File: src/hdl/tncp_pkg.sv
package tncp_pkg;

  localparam int SCREEN_WIDTH  = 640;
  localparam int SCREEN_HEIGHT = 480;
  localparam logic [12:0] HALF_W = 13'(SCREEN_WIDTH / 2);
  localparam logic [12:0] HALF_H = 13'(SCREEN_HEIGHT / 2);

  // register indexes of the configuration port
  localparam logic [2:0] REG_ORIGIN  = 3'd0;
  localparam logic [2:0] REG_RIGHT   = 3'd1;
  localparam logic [2:0] REG_FORWARD = 3'd2;
  localparam logic [2:0] REG_UP      = 3'd3;
  localparam logic [2:0] REG_NEAR    = 3'd4;
  localparam logic [2:0] REG_HSCALE  = 3'd5;
  localparam logic [2:0] REG_VSCALE  = 3'd6;

  // clipping cases
  localparam logic [1:0] MODE_ALL = 2'd0;
  localparam logic [1:0] MODE_ONE = 2'd1;  // one corner behind, two triangles
  localparam logic [1:0] MODE_TWO = 2'd2;  // two corners behind, one triangle

  // vertex selectors for emission
  localparam logic [2:0] VS_A  = 3'd0;
  localparam logic [2:0] VS_B  = 3'd1;
  localparam logic [2:0] VS_C  = 3'd2;
  localparam logic [2:0] VS_BN = 3'd3;
  localparam logic [2:0] VS_CN = 3'd4;

  localparam int DIV_NW = 54;
  localparam int DIV_DW = 34;

  typedef struct packed {
    logic signed [24:0] lat_r;
    logic signed [24:0] lat_u;
    logic signed [24:0] depth;
    logic [15:0]        u;
    logic [15:0]        v;
  } vert_t;

  function automatic logic [2:0] emit_sel(input logic [1:0] mode, input logic [2:0] e);
    logic [2:0] s;
    s = VS_A;
    if (mode == MODE_ONE) begin
      unique case (e)
        3'd0, 3'd3: s = VS_BN;
        3'd1, 3'd5: s = VS_C;
        3'd2:       s = VS_CN;
        default:    s = VS_B;
      endcase
    end else if (mode == MODE_TWO) begin
      unique case (e)
        3'd0:    s = VS_A;
        3'd1:    s = VS_BN;
        default: s = VS_CN;
      endcase
    end else begin
      unique case (e)
        3'd0:    s = VS_A;
        3'd1:    s = VS_B;
        default: s = VS_C;
      endcase
    end
    return s;
  endfunction

  function automatic logic signed [15:0] sat16(input logic signed [DIV_NW-1:0] x);
    logic signed [15:0] r;
    if (x < -54'sd32768) r = -16'sd32768;
    else if (x > 54'sd32767) r = 16'sd32767;
    else r = x[15:0];
    return r;
  endfunction

endpackage

File: src/hdl/tncp_div.sv
module tncp_div (
  input  logic                              clk,
  input  logic                              rst,
  input  logic                              start,
  input  logic signed [tncp_pkg::DIV_NW-1:0] dividend,
  input  logic signed [tncp_pkg::DIV_DW-1:0] divisor,
  output logic                              done,
  output logic signed [tncp_pkg::DIV_NW-1:0] quotient
);
  import tncp_pkg::*;

  logic                busy;
  logic [5:0]          cnt;
  logic [DIV_DW-1:0]   rem;
  logic [DIV_NW-1:0]   quo;
  logic [DIV_DW-1:0]   dvs;
  logic                neg;
  logic [DIV_DW:0]     rem_sh;
  logic                ge;
  logic [DIV_DW-1:0]   rem_next;

  // one quotient bit per cycle, restoring, on magnitudes
  always_comb begin
    rem_sh   = {rem, quo[DIV_NW-1]};
    ge       = rem_sh >= {1'b0, dvs};
    rem_next = ge ? DIV_DW'(rem_sh - {1'b0, dvs}) : rem_sh[DIV_DW-1:0];
  end

  assign quotient = neg ? -$signed(quo) : $signed(quo);

  always_ff @(posedge clk) begin
    if (rst) begin
      busy <= 1'b0;
      done <= 1'b0;
      cnt  <= '0;
    end else begin
      done <= 1'b0;
      if (start) begin
        busy <= 1'b1;
        cnt  <= '0;
        rem  <= '0;
        quo  <= dividend[DIV_NW-1] ? DIV_NW'(-dividend) : DIV_NW'(dividend);
        dvs  <= divisor[DIV_DW-1] ? DIV_DW'(-divisor) : DIV_DW'(divisor);
        neg  <= dividend[DIV_NW-1] ^ divisor[DIV_DW-1];
      end else if (busy) begin
        rem <= rem_next;
        quo <= {quo[DIV_NW-2:0], ge};
        cnt <= cnt + 6'd1;
        if (cnt == 6'(DIV_NW - 1)) begin
          busy <= 1'b0;
          done <= 1'b1;
        end
      end
    end
  end

endmodule
File: config.mk
export PLATFORM = sky130hd
export DESIGN_NAME = tncp_div
export DESIGN_NICKNAME = d
export VERILOG_FILES = /design/src/hdl/tncp_pkg.sv /design/src/hdl/tncp_div.sv
export SDC_FILE = /design/constraint.sdc
export NUM_CORES = 1
export LEC_CHECK = 0
export BUFFER_PORTS_ARGS = -buffer_cell sky130_fd_sc_hd__buf_2
export CAP_MARGIN = 15
export CORE_MARGIN = 2
export CORE_UTILIZATION = 35
export CTS_BUF_LIST = sky130_fd_sc_hd__clkbuf_16
export CTS_CLUSTER_SIZE = 8
export DETAILED_ROUTE_END_ITERATION = 10
export GPL_TIMING_DRIVEN = 0
export SLEW_MARGIN = 20
export SYNTH_ARGS = -nofsm -noshare
export SYNTH_HDL_FRONTEND = slang
export SYNTH_SLANG_ARGS = --single-unit
export TNS_END_PERCENT = 20
File: constraint.sdc
create_clock -name clk -period 6.5 [get_ports clk]
set_input_delay 0.65 -clock clk [delete_from_list [all_inputs] [get_ports clk]]
set_output_delay 0.65 -clock clk [all_outputs]
set_load 0.05 [all_outputs]
==> PnR_summary.wiki <==
{| class="wikitable"
! Metric !! Value
|-
| Outcome || finished, final reports clean
|-
| Clk pwr share || around 29%
|-
| Register cell area after layout || 3850 µm²
|-
| Yosys cell types || 69
|-
| Vias in the first global route || ~8,800
|-
| Die Outline Area || between 30,000 and 40,000 µm²
|-
| Most common cell after layout, fill and taps aside || buf_2
|-
| Routed Wire Length || around 30,000 µm
|-
| Maximum buffer depth of the clock tree || 2
|-
| Area share of the leading cell type in the synthesized netlist || between 30% and 40%
|-
| Y dimension of the die || 173 µm
|-
| Post-synthesis mux area share || less than 1%
|-
| Area share of xor/xnor cells in the synthesized design || 14.0%
|-
| Synth warnings || 0
|-
| Fraction of the mapped netlist area in compound gates || 21.1%
|-
| Power share of the sequential group || roughly 36%
|-
| Global-route total usage across every layer || around 19%
|-
| Die Width || 173 µm
|-
| First-pass GRT wire length || about 46,000 µm
|-
| Pins over their slew limit || 0
|-
| Mean number of vias per cell || 5.48
|-
| Final cell utilization of the core || between 40% and 50%
|-
| Leakage power || 4.42 nW
|-
| Number of buffer cells added on primary ports || 142
|-
| Footprint of the multi-input gates || 5770 µm²
|-
| Dpl ws || 2.05 ns
|-
| Number of enable flip-flop cells after synthesis || 123
|-
| Setup repair after global routing missed its margin || no
|-
| Ratio of final minimum period to clock period || 76.7%
|-
| Commonest cells after routing, fill and taps aside || buf_2, edfxtp_1, a21oi_1
|-
| Wire length the detailed router placed on met1 || roughly 14,000 µm
|-
| Final critical-path required period || about 5 ns
|-
| Worst slew pin tran || slightly below 0.9 ns
|-
| Level count of the clock H-tree || 4
|-
| Setup-failing EPs final || 0
|-
| Type of the worst min-delay path || in -> reg
|-
| Largest net degree at the start of global routing || 25
|-
| Timing-limited maximum frequency || 201 MHz
|-
| Fin Clk Skew || 0.00813 ns
|-
| Final worst slack || ~1.5 ns
|-
| Largest cells by area after synthesis || edfxtp_1, xnor2_1, a21oi_1, xor2_1, ha_1
|-
| PostCTS Resize Cnt || 0
|-
| Clock tree from TritonCTS || yes
|-
| Pwr/cell area || roughly 250 nW/µm²
|-
| Number of buffers created by CTS || 17
|-
| Post-Layout Inst Area || 11,900 µm²
|-
| Sinks on Clock Net || 131
|-
| Post-placement cell area || 11,400 µm²
|-
| Largest family of logic cells by synthesized area || compound AO/OA/AOI/OAI gates
|-
| Total congestion overflow after global routing || 0
|-
| Number of top-level pins || 146
|-
| Summed instance area of the synthesized netlist || 10,000 µm²
|-
| Routed via count || between 9,000 and 10,000
|-
| Worst skew pair latency || approximately 0.42 ns
|-
| Data arrival time of the critical path || 4.33 ns
|-
| CTS clock-pin slew for the worst setup and hold paths || approximately 0.06 ns
|-
| Post-CTS setup-driven buffer insertion count || 0
|-
| Top FF cell, synth || edfxtp_1
|-
| Share of the yosys chip area belonging to registers || 38.4%
|-
| Portion of total power attributed to combinational logic || 35.0%
|-
| Mean post-synth cell area || 8.98 µm²
|-
| Final hold viol count || 0
|-
| Count of routing violations after the opening detailed-route iteration || 676
|-
| P_sw || between 0.001 and 0.0015 W
|-
| Clock root buffer || clkbuf_16
|-
| Drt drc || 0
|-
| Average wire length per cell after detail routing || 17.6 µm
|-
| Critical path fanouts, max || 6
|-
| Internal power || 0.00184 W
|-
| Starting Density || 35.3%
|-
| Worst Setup End Kind || output pin
|-
| Area grow syn2layout || 18.4%
|-
| Data required time at the worst endpoint || 5.85 ns
|-
| Kind of critical path || reg -> out
|-
| Met2 WL || roughly 13,000 µm
|-
| Met3 Wirelength || 1590 µm
|-
| Core Area || 28,500 µm²
|-
| Crit start category || flip-flop
|-
| Max-capacitance violation count || 0
|-
| Post-synthesis instance total || 1,118
|-
| Detail Route Antenna Nets || 0
|-
| Adder and majority gate portion of the synthesized area || between 5 and 6%
|-
| Number of register bits inferred by synthesis || 131
|-
| # hold bufs at CTS || 0
|-
| Net count after synthesis || 1,249
|-
| Antenna violations before repair || 1
|-
| Most area-hungry cell type in the Yosys netlist || edfxtp_1
|-
| Final hold slack || 0.462 ns
|-
| Fraction of power spent switching nets || 37.6%
|-
| Post-synthesis simple-gate area fraction || between 10% and 20%
|-
| Slew HR || about two fifths
|-
| Count of filler cells inserted in the layout || 2,882
|-
| HPWL reported at the end of detailed placement || 22,700 µm
|-
| Row cnt || 62
|-
| Layout cells sized above 1 || between 10% and 20%
|-
| Fin nets || 1,415
|-
| Weighted congestion reported at the end of routability-driven placement || around 0.93
|-
| Highest routed layer || met4
|-
| Maximum resistive drop on vdd || 0.000170 V
|-
| FFs w/ async S/R, synth || 0%
|-
| 1st-pass router iterations || 5
|}
[worst max-delay path, stage by stage (launching register included)]
cell      delay (ns)
edfxtp_1        0.45
nor4_1          0.68
nand3_1         0.37
or4_4           0.67
nand3b_4        0.19
or3_4           0.40
or4_4           0.45
o31ai_4         0.20
xnor2_1         0.18
buf_2           0.31
[cells in the mapped netlist (all sizes together) (21+ instances only)]
cell type,instances
inv,58
ha,39
o41ai,21
xnor2,102
nand2,68
o21ai,93
o31ai,43
nand3,41
xor2,58
or3,22
nor2,90
a21oi,116
edfxtp,123
clkbuf,53
or4,24
[path summary, 6_finish.rpt]
check | start | endpoint | slack, ns | cells after the start
setup / recovery | quo[5] | quotient[50] | 1.52 | 9
hold / removal | divisor[0] | dvs[0] | 0.46 | 1
setup reg to reg | rem[25] | rem[2] | 2.45 | 11
hold reg to reg | cnt[5] | cnt[5] | 0.49 | 2
[routing by layer]
metal	global-route usage (%)	up-vias
li1	-	4480
met1	26.8	4354
met2	29.8	316
met3	3.09	65
met4	8.90	0
met5	0	-
[layout make-up]
cell class / count / share of cell area, %
inverter: 58 / 1.83
buffer: 57 / 1.83
clock buffer: 17 / 3.58
timing repair buffer: 147 / 7.08
clock inverter: 15 / 0.663
tap: 384 / 4.04
multi-input combinational: 872 / 48.5
antenna: 1 / 0.0211
sequential: 131 / 32.4
[registers in the layout, summed over array words and instances (netlist names)]
signal	flops
rem	34
done	1
busy	1
dvs	34
quo	54
cnt	6
neg	1
[power by group through the flow]
stage / logic, W / clock network, W / registers (W)
2_1_floorplan: 0.000747 / 0 / 0.00108
3_3_place_gp: 0.00101 / 0 / 0.00109
3_5_place_dp: 0.00103 / 0 / 0.00109
4_1_cts: 0.00103 / 0.000860 / 0.00107
5_1_grt: 0.00113 / 0.000890 / 0.00108
6_report: 0.00104 / 0.000848 / 0.00107
[metrics by stage]
stage	instances	setup TNS, ns	total power, W
floorplan	1118	0	0.00182
CTS	1681	0	0.00296
finish	1682	0	0.00295
global route	1681	0	0.00310
detailed placement	1649	0	0.00211
global placement	1644	-114.02	0.00210
[cell families (layout without fill, tap and decap cells)]
group | Yosys count | after routing
flip-flops | 131 | 131
multiplexers | 1 | 1
other | 0 | 1
AND/OR/NAND/NOR | 328 | 328
XOR/XNOR | 160 | 160
adder cells (fa/ha/maj) | 40 | 40
AO/OA/AOI/OAI | 343 | 343
buffers and inverters | 115 | 294
(Power assumes the default switching activity.)
